`config.mk`:
```
export PLATFORM = sky130hd
export DESIGN_NAME = windowed_peak_to_peak_alert_top
export DESIGN_NICKNAME = d
export VERILOG_FILES = /design/src/hw/rtl/wppa_pkg.sv /design/src/hw/rtl/wppa_csr.sv /design/src/hw/rtl/windowed_peak_to_peak_alert_top.sv
export SDC_FILE = /design/constraint.sdc
export NUM_CORES = 2
export LEC_CHECK = 0
export BUFFER_PORTS_ARGS = -buffer_cell sky130_fd_sc_hd__buf_2
export CAP_MARGIN = 40
export CORE_UTILIZATION = 30
export CTS_BUF_LIST = sky130_fd_sc_hd__clkbuf_2
export CTS_CLUSTER_SIZE = 8
export DETAILED_ROUTE_END_ITERATION = 8
export PLACE_DENSITY = 0.48
export SLEW_MARGIN = 10
export SYNTH_ARGS = -nofsm -noshare
export SYNTH_HDL_FRONTEND = slang
export SYNTH_SLANG_ARGS = --single-unit
```
`constraint.sdc`:
```
create_clock -name clock -period 5.57 [get_ports clock]
set_input_delay 1.671 -clock clock [delete_from_list [all_inputs] [get_ports clock]]
set_output_delay 1.671 -clock clock [all_outputs]
set_load 0.02 [all_outputs]
```
`src/hw/rtl/wppa_pkg.sv`:
```
package wppa_pkg;

   localparam int STORE_DEPTH_DEFAULT = 96;

   localparam int THRESHOLD_W = 8;
   localparam int SECONDS_W   = 12;
   localparam int STAMP_W     = 32;
   localparam int RATE_W      = 8;
   localparam int HELD_W      = 7;
   localparam int CSR_INDEX_W = 2;
   localparam int CSR_DATA_W  = 12;

   localparam logic [THRESHOLD_W-1:0] THRESHOLD_RESET = 8'd30;
   localparam logic [SECONDS_W-1:0]   WINDOW_RESET    = 12'd60;
   localparam logic [SECONDS_W-1:0]   HOLD_RESET      = 12'd60;

   localparam logic [CSR_INDEX_W-1:0] CSR_THRESHOLD = 2'd0;
   localparam logic [CSR_INDEX_W-1:0] CSR_WINDOW    = 2'd1;
   localparam logic [CSR_INDEX_W-1:0] CSR_HOLD      = 2'd2;

   localparam logic FUNC_SAMPLE = 1'b0;

   typedef struct packed {
      logic                func;
      logic [STAMP_W-1:0]  time_sec;
      logic [RATE_W-1:0]   raw_bpm;
   } req_type;

   typedef struct packed {
      logic [RATE_W-1:0]   window_delta;
      logic                alert_on;
      logic                vibrate_pulse;
      logic [HELD_W-1:0]   samples_held;
   } rsp_type;

   typedef struct packed {
      logic [THRESHOLD_W-1:0] delta_threshold;
      logic [SECONDS_W-1:0]   window_seconds;
      logic [SECONDS_W-1:0]   hold_seconds;
   } cfg_type;

   typedef struct packed {
      logic [RATE_W-1:0]  rate;
      logic [STAMP_W-1:0] stamp;
   } entry_type;

   typedef enum logic [2:0] {
      ST_IDLE,
      ST_DROP_RD,
      ST_DROP_CHK,
      ST_APPEND,
      ST_SCAN,
      ST_FINISH
   } state_type;

endpackage

```
`src/hw/rtl/wppa_csr.sv`:
```
module wppa_csr (
   input  logic                                clock,
   input  logic                                reset,
   input  logic                                csr_valid,
   input  logic [wppa_pkg::CSR_INDEX_W-1:0]    csr_index,
   input  logic [wppa_pkg::CSR_DATA_W-1:0]     csr_wdata,
   output wppa_pkg::cfg_type                   cfg
);
   import wppa_pkg::*;

   cfg_type cfg_ff;
   cfg_type cfg_in;

   always_comb begin
      cfg_in = cfg_ff;
      if (csr_valid) begin
         unique case (csr_index)
            CSR_THRESHOLD: cfg_in.delta_threshold = csr_wdata[THRESHOLD_W-1:0];
            CSR_WINDOW:    cfg_in.window_seconds  = csr_wdata[SECONDS_W-1:0];
            CSR_HOLD:      cfg_in.hold_seconds    = csr_wdata[SECONDS_W-1:0];
            default:       cfg_in = cfg_ff;
         endcase
      end
   end

   always_ff @(posedge clock) begin
      if (reset) begin
         cfg_ff.delta_threshold <= THRESHOLD_RESET;
         cfg_ff.window_seconds  <= WINDOW_RESET;
         cfg_ff.hold_seconds    <= HOLD_RESET;
      end else begin
         cfg_ff <= cfg_in;
      end
   end

   assign cfg = cfg_ff;

endmodule

```
`src/hw/rtl/windowed_peak_to_peak_alert_top.sv`:
```
// Channel | Ports                           | Moves
// request | req_valid req_ready req_data    | one sample or time tick
// result  | rsp_valid rsp_ready rsp_data    | one result per request
// config  | csr_valid csr_ready csr_index   | register write, csr_wdata
//
// A tick or zero-rate request goes from idle to the finish state, which loads the
// result register once the output slot is free. A sample drops aged entries (one
// read and check each), then one more check keeps the front entry unless the drops
// emptied the store; the older entries are then streamed from the store for min/max.
// The store is a circular buffer; entries outside the fill count are never used,
// so it needs no clearing after reset. Reset is synchronous and ready on the
// first cycle after. A finished result waits in the output register while the
// next request is taken; a result held there only stalls completion.
module windowed_peak_to_peak_alert_top #(
   parameter int STORE_DEPTH = wppa_pkg::STORE_DEPTH_DEFAULT
) (
   input  logic                                clock,
   input  logic                                reset,
   input  logic                                req_valid,
   output logic                                req_ready,
   input  wppa_pkg::req_type                   req_data,
   output logic                                rsp_valid,
   input  logic                                rsp_ready,
   output wppa_pkg::rsp_type                   rsp_data,
   input  logic                                csr_valid,
   output logic                                csr_ready,
   input  logic [wppa_pkg::CSR_INDEX_W-1:0]    csr_index,
   input  logic [wppa_pkg::CSR_DATA_W-1:0]     csr_wdata
);
   import wppa_pkg::*;

   localparam int AW = (STORE_DEPTH > 1) ? $clog2(STORE_DEPTH) : 1;
   localparam int CW = $clog2(STORE_DEPTH + 1);

   cfg_type cfg;

   wppa_csr u_csr (
      .clock     (clock),
      .reset     (reset),
      .csr_valid (csr_valid),
      .csr_index (csr_index),
      .csr_wdata (csr_wdata),
      .cfg       (cfg)
   );

   assign csr_ready = 1'b1;

   state_type state_ff, state_in;

   logic [AW-1:0]      head_ff, head_in;
   logic [CW-1:0]      count_ff, count_in;
   logic               alert_ff, alert_in;
   logic [STAMP_W-1:0] deadline_ff, deadline_in;
   logic [RATE_W-1:0]  delta_ff, delta_in;
   logic               pulse_ff, pulse_in;
   logic [STAMP_W-1:0] now_ff, now_in;
   logic [RATE_W-1:0]  bpm_ff, bpm_in;
   logic [RATE_W-1:0]  lo_ff, lo_in;
   logic [RATE_W-1:0]  hi_ff, hi_in;
   logic [AW-1:0]      scan_ptr_ff, scan_ptr_in;
   logic [CW-1:0]      scan_left_ff, scan_left_in;
   logic               rd_vld_ff, rd_vld_in;
   logic               rsp_valid_ff, rsp_valid_in;
   rsp_type            rsp_ff, rsp_in;

   entry_type          mem [STORE_DEPTH];
   entry_type          rd_ent_ff;
   logic [AW-1:0]      rd_addr;
   logic               mem_we;
   logic [AW-1:0]      wr_addr;
   entry_type          wr_ent;

   logic               req_fire;
   logic               is_sample;
   logic               too_old;
   logic               store_full;
   logic [AW-1:0]      head_next;
   logic [AW-1:0]      eff_head;
   logic [CW-1:0]      eff_count;
   logic [AW:0]        tail_sum;
   logic [AW-1:0]      tail;
   logic [AW-1:0]      scan_ptr_next;
   logic [RATE_W-1:0]  spread;
   logic               slot_free;

   assign req_ready = (state_ff == ST_IDLE);
   assign req_fire  = req_valid & req_ready;
   assign is_sample = (req_data.func == FUNC_SAMPLE) && (req_data.raw_bpm != '0);
   assign slot_free = ~rsp_valid_ff | rsp_ready;

   // aged entry: no age when the stamp is ahead of the current time
   assign too_old = (now_ff >= rd_ent_ff.stamp) &&
                    ((now_ff - rd_ent_ff.stamp) > STAMP_W'(cfg.window_seconds));

   assign store_full = (count_ff == CW'(STORE_DEPTH));
   assign head_next  = (head_ff == AW'(STORE_DEPTH - 1)) ? '0 : head_ff + 1'b1;
   assign eff_head   = store_full ? head_next : head_ff;
   assign eff_count  = store_full ? count_ff - 1'b1 : count_ff;
   assign tail_sum   = (AW+1)'(eff_head) + (AW+1)'(eff_count);
   assign tail       = (tail_sum >= (AW+1)'(STORE_DEPTH)) ?
                       AW'(tail_sum - (AW+1)'(STORE_DEPTH)) : AW'(tail_sum);
   assign scan_ptr_next = (scan_ptr_ff == AW'(STORE_DEPTH - 1)) ? '0 : scan_ptr_ff + 1'b1;
   assign spread     = hi_ff - lo_ff;

   assign rd_addr = (state_ff == ST_SCAN) ? scan_ptr_ff : head_ff;
   assign mem_we  = (state_ff == ST_APPEND);
   assign wr_addr = tail;
   assign wr_ent  = '{rate: bpm_ff, stamp: now_ff};

   always_ff @(posedge clock) begin
      if (mem_we) begin
         mem[wr_addr] <= wr_ent;
      end
      rd_ent_ff <= mem[rd_addr];
   end

   always_comb begin
      state_in = state_ff;
      unique case (state_ff)
         ST_IDLE: begin
            if (req_fire) begin
               state_in = is_sample ? ST_DROP_RD : ST_FINISH;
            end
         end
         ST_DROP_RD: begin
            state_in = (count_ff == '0) ? ST_APPEND : ST_DROP_CHK;
         end
         ST_DROP_CHK: begin
            state_in = too_old ? ST_DROP_RD : ST_APPEND;
         end
         ST_APPEND: begin
            state_in = ST_SCAN;
         end
         ST_SCAN: begin
            if ((scan_left_ff == '0) && !rd_vld_ff) begin
               state_in = ST_FINISH;
            end
         end
         ST_FINISH: begin
            if (slot_free) begin
               state_in = ST_IDLE;
            end
         end
         default: state_in = ST_IDLE;
      endcase
   end

   always_comb begin
      head_in      = head_ff;
      count_in     = count_ff;
      alert_in     = alert_ff;
      deadline_in  = deadline_ff;
      delta_in     = delta_ff;
      pulse_in     = pulse_ff;
      now_in       = now_ff;
      bpm_in       = bpm_ff;
      lo_in        = lo_ff;
      hi_in        = hi_ff;
      scan_ptr_in  = scan_ptr_ff;
      scan_left_in = scan_left_ff;
      rd_vld_in    = 1'b0;
      rsp_in       = rsp_ff;
      rsp_valid_in = rsp_valid_ff & ~rsp_ready;
      unique case (state_ff)
         ST_IDLE: begin
            if (req_fire) begin
               now_in   = req_data.time_sec;
               bpm_in   = req_data.raw_bpm;
               pulse_in = 1'b0;
               // expire the hold before anything else
               if (alert_ff && (req_data.time_sec >= deadline_ff)) begin
                  alert_in = 1'b0;
               end
            end
         end
         ST_DROP_RD: begin
         end
         ST_DROP_CHK: begin
            if (too_old) begin
               head_in  = head_next;
               count_in = count_ff - 1'b1;
            end
         end
         ST_APPEND: begin
            // evict the oldest when full, write the new one at the tail
            head_in      = eff_head;
            count_in     = eff_count + 1'b1;
            scan_ptr_in  = eff_head;
            scan_left_in = eff_count;
            lo_in        = bpm_ff;
            hi_in        = bpm_ff;
         end
         ST_SCAN: begin
            if (scan_left_ff != '0) begin
               scan_ptr_in  = scan_ptr_next;
               scan_left_in = scan_left_ff - 1'b1;
               rd_vld_in    = 1'b1;
            end
            if (rd_vld_ff) begin
               if (rd_ent_ff.rate < lo_ff) begin
                  lo_in = rd_ent_ff.rate;
               end
               if (rd_ent_ff.rate > hi_ff) begin
                  hi_in = rd_ent_ff.rate;
               end
            end else if (scan_left_ff == '0) begin
               delta_in = spread;
               if (spread >= cfg.delta_threshold) begin
                  pulse_in    = ~alert_ff;
                  alert_in    = 1'b1;
                  deadline_in = now_ff + STAMP_W'(cfg.hold_seconds);
               end
            end
         end
         ST_FINISH: begin
            if (slot_free) begin
               rsp_in.window_delta  = delta_ff;
               rsp_in.alert_on      = alert_ff;
               rsp_in.vibrate_pulse = pulse_ff;
               rsp_in.samples_held  = HELD_W'(count_ff);
               rsp_valid_in         = 1'b1;
            end
         end
         default: begin
         end
      endcase
   end

   always_ff @(posedge clock) begin
      if (reset) begin
         state_ff     <= ST_IDLE;
         head_ff      <= '0;
         count_ff     <= '0;
         alert_ff     <= 1'b0;
         deadline_ff  <= '0;
         delta_ff     <= '0;
         pulse_ff     <= 1'b0;
         scan_left_ff <= '0;
         rd_vld_ff    <= 1'b0;
         rsp_valid_ff <= 1'b0;
      end else begin
         state_ff     <= state_in;
         head_ff      <= head_in;
         count_ff     <= count_in;
         alert_ff     <= alert_in;
         deadline_ff  <= deadline_in;
         delta_ff     <= delta_in;
         pulse_ff     <= pulse_in;
         scan_left_ff <= scan_left_in;
         rd_vld_ff    <= rd_vld_in;
         rsp_valid_ff <= rsp_valid_in;
      end
   end

   always_ff @(posedge clock) begin
      now_ff      <= now_in;
      bpm_ff      <= bpm_in;
      lo_ff       <= lo_in;
      hi_ff       <= hi_in;
      scan_ptr_ff <= scan_ptr_in;
      rsp_ff      <= rsp_in;
   end

   assign rsp_valid = rsp_valid_ff;
   assign rsp_data  = rsp_ff;

endmodule

```
==> Word-level counts from Yosys, hierarchy flattened <==
Memory sizes are Yosys's and may differ from the RTL's. A register that Yosys moved wholly into a read port is not among the register bits.
Cells that the tools add are included.
Widths: inputs -> output; s select.
{ "totals": {"ff_bits": 180, "latch_bits": 0, "ram_bits": 3840, "rom_bits": 0, "in_bits": 60, "output_inout_bits": 20, "word_cells": 143, "n_memories": 1} }
{ "mem_list": {"columns": ["name", "depth", "width", "read_ports", "rd_ports_with_merged_regs", "write_ports", "line_no", "source"], "rows": [
  ["mem", 96, 40, 1, 1, 1, "windowed_peak_to_peak_alert_top.sv:66", "entry_type mem [STORE_DEPTH];"]
]} }
{ "op_classes": {"n_addsub": 10, "multipliers": 0, "div": 0, "n_lt_le_gt_ge": 7, "n_eq_ne": 22, "n_shift": 0, "muxes": 43, "bitwise_logic": 9, "n_reduce_logical": 29} }
{ "ops": {"columns": ["op", "n"], "rows": [
  ["$mux 7", 10],
  ["$ge 32x32->1", 2],
  ["$pmux 7 s2", 4],
  ["$add 32x12->32", 1],
  ["$gt 32x12->1", 1],
  ["$mux 8", 4],
  ["$pmux 8 s2", 2],
  ["$sub 32x32->32", 1],
  ["$add 7x1->7 const B", 3],
  ["$eq 7x7->1 const B", 3],
  ["$pmux 3 s6", 1],
  ["$ne 2x1->1 const B", 8],
  ["$mux 1", 15],
  ["$logic_not 7->1", 2],
  ["$reduce_and 2->1", 7],
  ["$sub 7x1->7 const B", 2],
  ["$mux 3", 4],
  ["$reduce_and 3->1", 4],
  ["$add 7x7->8", 1],
  ["$ge 8x7->1 const B", 1],
  ["$ge 8x8->1", 1],
  ["$gt 8x8->1", 1],
  ["$lt 8x8->1", 1],
  ["$ne 2x2->1 const B", 4],
  ["23 further kinds", 37]
]} }

==> Longest topological paths before layout <==
{ "depth": {"ltp_word": 6, "mapped_depth": 22, "ltp_nobuf": 21} }

==> Modules after synthesis <==
Synthesis repeated with hierarchy kept, for this count alone.
{ "unflattened": {"cells_unflattened": 13226, "hier_area_um2": 165185.9} }
{ "by_module_without_submodules": {"columns": ["mod", "n_inst", "cells_each", "area_each_um2", "seq_area_each_um2"], "rows": [
  ["windowed_peak_to_peak_alert_top", 1, 13103, 163892.2, 119875.0],
  ["wppa_csr", 1, 123, 1293.7, 640.6]
]} }

==> Least setup slack after synthesis <==
Ideal clock, no wire load.
{ "synth_timing": {"kind": "reg2reg", "startpoint": "register head_ff[0]", "endpoint": "memory mem[50][0] in the netlist's numbering, enable pin", "setup_time_ps": 438, "arrival_ps": 5503, "t_required_ps": 5132, "path_slack_ps": -370, "path_stages_with_launch": 21, "path_buffers": 1, "synth_period_minus_slack_ps": 5940, "path_cell_list": "dfxtp_1 > ha_1 > and3_1 > nand2_1 > nor3b_1 > nand2b_1 > nor2_1 > a21oi_1 > inv_1 > ha_1 > a21o_1 > a21oi_1 > o21bai_1 > a21oi_1 > nor2_1 > a22oi_1 > nor2_1 > or3_1 > nand2b_1 > clkbuf_1 > nor2_1"} }
{ "synth_via": {"elab_chain_len": 6, "elab_cells_between_ends": 8, "classes_between": "add/sub: 3; order compare: 1; eq/ne: 1; mux: 3"} }
{ "synth_lines": {"columns": ["element", "line_no", "source"], "rows": [
  ["start: declaration", "windowed_peak_to_peak_alert_top.sv:50", "logic [AW-1:0] head_ff, head_in;"],
  ["start signal: assignment", "windowed_peak_to_peak_alert_top.sv:243", "head_ff <= head_in;"],
  ["$add 7x1->7 / $eq 7x7->1 (equally long branches)", "windowed_peak_to_peak_alert_top.sv:96", "assign head_next = (head_ff == AW'(STORE_DEPTH - 1)) ? '0 : head_ff + 1'b1;"],
  ["$mux 7", "windowed_peak_to_peak_alert_top.sv:96", null],
  ["$mux 7 (*)", "windowed_peak_to_peak_alert_top.sv:97", "assign eff_head = store_full ? head_next : head_ff;"],
  ["$add 7x7->8 (*)", "windowed_peak_to_peak_alert_top.sv:99", "assign tail_sum = (AW+1)'(eff_head) + (AW+1)'(eff_count);"],
  ["$sub 7x7->7 / $ge 8x7->1 (equally long branches)", "windowed_peak_to_peak_alert_top.sv:101, windowed_peak_to_peak_alert_top.sv:100", null],
  ["$mux 7 (*)", "windowed_peak_to_peak_alert_top.sv:100", "assign tail = (tail_sum >= (AW+1)'(STORE_DEPTH)) ?"],
  ["end: declaration", "windowed_peak_to_peak_alert_top.sv:66", null]
]} }
Every way passes the cells marked *; elsewhere a longest branch is shown, timed or not.

==> Final worst setup path <==
{ "layout_timing": {"startpoint": "register head_ff[0]", "endpoint": "memory mem[6][21] in the netlist's numbering, enable pin"} }
The elaborated chain is that of the path after synthesis.

==> summary.md <==
| Metric | Value |
|---|---|
| Status | `finished, final reports clean` |
| HPWL Detailed | `312000 µm` |
| Top post-synthesis cells by count | `edfxtp_1, nand2_1, mux4_2` |
| Final Hold Fails | `0` |
| RSZ-0062 raised after global routing | `no` |
| Clock buffer depth | `5` |
| CP endpoint kind | `register` |
| Syn-to-layout area delta | `15.8%` |
| Seq/Total Area, Yosys | `75.1%` |
| Asr flop ratio synth | `0%` |
| Final setup fails | `0` |
| Clk_lat worst skew | `2.36 ns` |
| Yosys warns | `0` |
| Reg2reg start | `head_ff[0]` |
| Core ar. | `532000 µm²` |
| Largest net degree at the start of global routing | `101` |
| Buffers on Ports | `78` |
| Minimum clock period | `5.26 ns` |
| Slew HR | `25.5%` |
| CTS tree | `built` |
| Die Wd | `733 µm` |
| Max-cap violations | `0` |
| H-tree depth | `7` |
| Leakage Power | `62.8 nW` |
| Final setup margin | `0.311 ns` |
| Fmax | `0.190 GHz` |
| Final max-slew violation count | `0` |
| Final TNS setup | `0 ns` |
| Placed insts | `15700` |
| Setup bufs post-CTS | `0` |
| Post-synth top area cell | `edfxtp_1` |
| Initial core utilization | `30.1%` |
| Drt initial violations | `9258` |
| Pwr dens | `400 nW/µm²` |
| Count leader, synth | `edfxtp_1` |
| Main combinational cell family by area after synthesis | `multiplexers` |
| Fill cell count | `50700` |
| CP endpoint | `mem[6][21]` |
| Hold crit path type | `reg2reg` |
| Die area | `538000 µm²` |
| Total CTS buffers | `1123` |
| Synthesized area per cell | `19.0 µm²` |
| GRT Residual Overflow | `0` |
| Number of global-route vias before repair | `93200` |
| Number of remaining DRC errors | `0` |
| Mux cell area share after synthesis | `13.6%` |
| Placement Rows | `268` |
| Worst setup path start | `head_ff[0]` |
| Worst clock skew | `0.202 ns` |
| Seq cells post-synth | `4060` |
| GRT Util Overall | `18.5%` |
| Crit start category | `register` |
| Post-Syn Area | `160000 µm²` |
| Cells after Synth | `8462` |
| Net count, final | `10100` |
| Worst Path Required | `7.29 ns` |
| Kind of critical path | `reg2reg` |
| Clock-pin slew on the worst setup and hold paths | `0.11 ns` |
| Compound-Gate Fraction of Synth Area | `2.84%` |
| Post-synth cell types | `80` |
| Share of layout cells above drive strength 1 | `32.2%` |
| Crit path arrival time | `6.98 ns` |
| R2R cell count | `24` |
| XOR/XNOR Fraction of Synth Area | `0.393%` |
| Fin cells | `17600` |
| # IOs | `80` |
| Maximum vdd drop | `0.207 mV` |
| Top-area cell type share of the netlist area | `73.4%` |
| Clk root buf | `clkbuf_2` |
| Ys flop type | `edfxtp_1` |
| Reg-to-reg setup timing slack | `0.31 ns` |
| Antenna violations before repair | `57` |
| Top post-synthesis cells by area | `edfxtp_1, mux4_2, nand2_1, dfxtp_1, ha_1` |
| Post-route ant nets | `0` |
| Crit share post-route | `94.4%` |
| Pre-CTS setup slack | `0.248 ns` |
| Post-Syn Nets | `8658` |
| Final GP Congestion | `0.833` |
| DR pass1 iterations | `5` |
| Post-Synth Simple-Gate Area | `5.31%` |
| Post-synth EDFFs | `3920` |
| Drt via density | `5.08` |
| Chip height | `733 µm` |
| CTS sink cnt | `4060` |
| Routed wire length | `501000 µm` |
| Post-Synth Adder-Cell Area | `1.08%` |
| Wirelength per Cell | `28.4 µm` |
| First-pass GRT wire length | `703000 µm` |
| Critical path fanouts, max | `36` |
| Slew at the pin closest to its max-slew limit | `1.12 ns` |
| Vias post-DR | `89500` |
| Capturing point of the worst reg2reg path | `mem[6][21]` |
-- kinds of logic after synthesis --
kind of cell	after synthesis
adders and majority gates	136
DFF	4060
AOI/OAI and AO/OA	645
other	1
buffers and inverters	621
muxes	982
and+or+nand+nor	1945
xor gates and xnor gates	72
-- timing repair --
item / in CTS / in global routing
endpoints found under the hold margin: 140 / 0
endpoints found under the setup margin: 0 / 898
hold buffers: 134 / 0
gates resized for setup: 0 / 6
-- worst max-delay path, stage by stage (launching register included) --
cell and delay [ns]:
dfxtp_2 0.37, ha_1 0.25, and3_1 0.23, nand2_1 0.13, nor3b_2 0.07, buf_4 0.16
nor3_1 0.19, a21o_1 0.14, ha_1 0.18, inv_1 0.07, fa_1 0.49, inv_1 0.08
a21oi_1 0.07, o21bai_1 0.20, a21o_1 0.15, a21oi_1 0.09, xnor2_2 0.28, mux2i_1 0.27
nor2_1 0.09, a21oi_2 0.22, buf_4 0.27, nand2_1 0.09, buf_4 0.23, nor2_4 0.13
buf_12 0.24
-- cell type report --
class                           count  area [µm²]  area share [%]
Antenna cell                       28        70.1          0.0377
Clock buffer                     1581        7910            4.26
Clock inverter                    219        1010           0.545
Inverter                          141         529           0.285
Multi-Input combinational cell   3781       38200            20.6
Sequential cell                  4060      121000            64.9
Tap cell                         7020        8780            4.73
Timing Repair Buffer              798        8670            4.67
-- metrics by stage --
step	hold slack (ns)	util, %	total power (W)	cell area [µm²]
floorplan	0.408	-	0.0465	160000
global placement	0.423	32.7	0.0548	174000
detailed placement	0.423	32.9	0.0551	175000
CTS	0.151	34.8	0.0752	185000
global route	0.288	34.9	0.0776	186000
finish	0.439	34.9	0.0743	186000
-- how the worst min path moves through the flow --
stage                             from           end  depth (start not counted)
after floorplan            delta_ff[1]  rsp_data[10]                          0
after detailed placement   delta_ff[3]  rsp_data[12]                          0
after global placement     delta_ff[6]  rsp_data[15]                          0
after CTS                 req_data[31]      alert_ff                          5
final                      delta_ff[5]  rsp_data[14]                          0
after global routing      req_data[37]      alert_ff                          5
-- cell usage in the layout (no fill, tap or decap), types with 32 or more instances in the layout --
master         netlist  routed
edfxtp_1          3920    3920
clkbuf_2             0    1581
nand2_1           1149    1145
mux4_2             960     960
buf_4               29     383
nand3_1            275     271
and3_1             173     173
clkinv_1             0     173
buf_12               0     170
a21oi_1            148     144
inv_1              141     140
dfxtp_1            140     139
dlygate4sd3_1        0     134
ha_1               132     132
a311oi_1           122     121
nor2_1             194      98
nor2_4               0      96
buf_2              123      86
o21ai_0             69      69
a31oi_1             54      54
xnor2_1             44      43
o21ai_1             43      43
a311o_1             40      40
a21o_1              32      32
-- registers in the layout, indices dropped and copies added (netlist names) --
name	count
now_ff	32
delta_ff	8
lo_ff	8
scan_ptr_ff	7
rsp_data	17
mem	3840
hi_ff	8
rd_vld_ff	1
deadline_ff	32
scan_left_ff	7
count_ff	7
u_csr.cfg	32
pulse_ff	1
state_ff	3
alert_ff	1
rsp_valid	1
bpm_ff	8
rd_ent_ff	40
head_ff	7
-- layer usage --
metal | up-vias | share of wire [%] | track usage, %
li1 | 37600 | - | -
met1 | 47600 | 43 | 25.1
met2 | 3605 | 47 | 29.1
met3 | 629 | 7.2 | 4.29
met4 | 4 | 2.8 | 6.68
met5 | - | 0.0046 | 0
-- power breakdown --
part / internal [W] / switching, W / total, W
Clock: 0.00778 / 0.0121 / 0.0199
Sequential: 0.0356 / 0.000359 / 0.0360
Combinational: 0.00644 / 0.0120 / 0.0185
Total: 0.0498 / 0.0245 / 0.0743
Power figures use the tool's default switching activity.
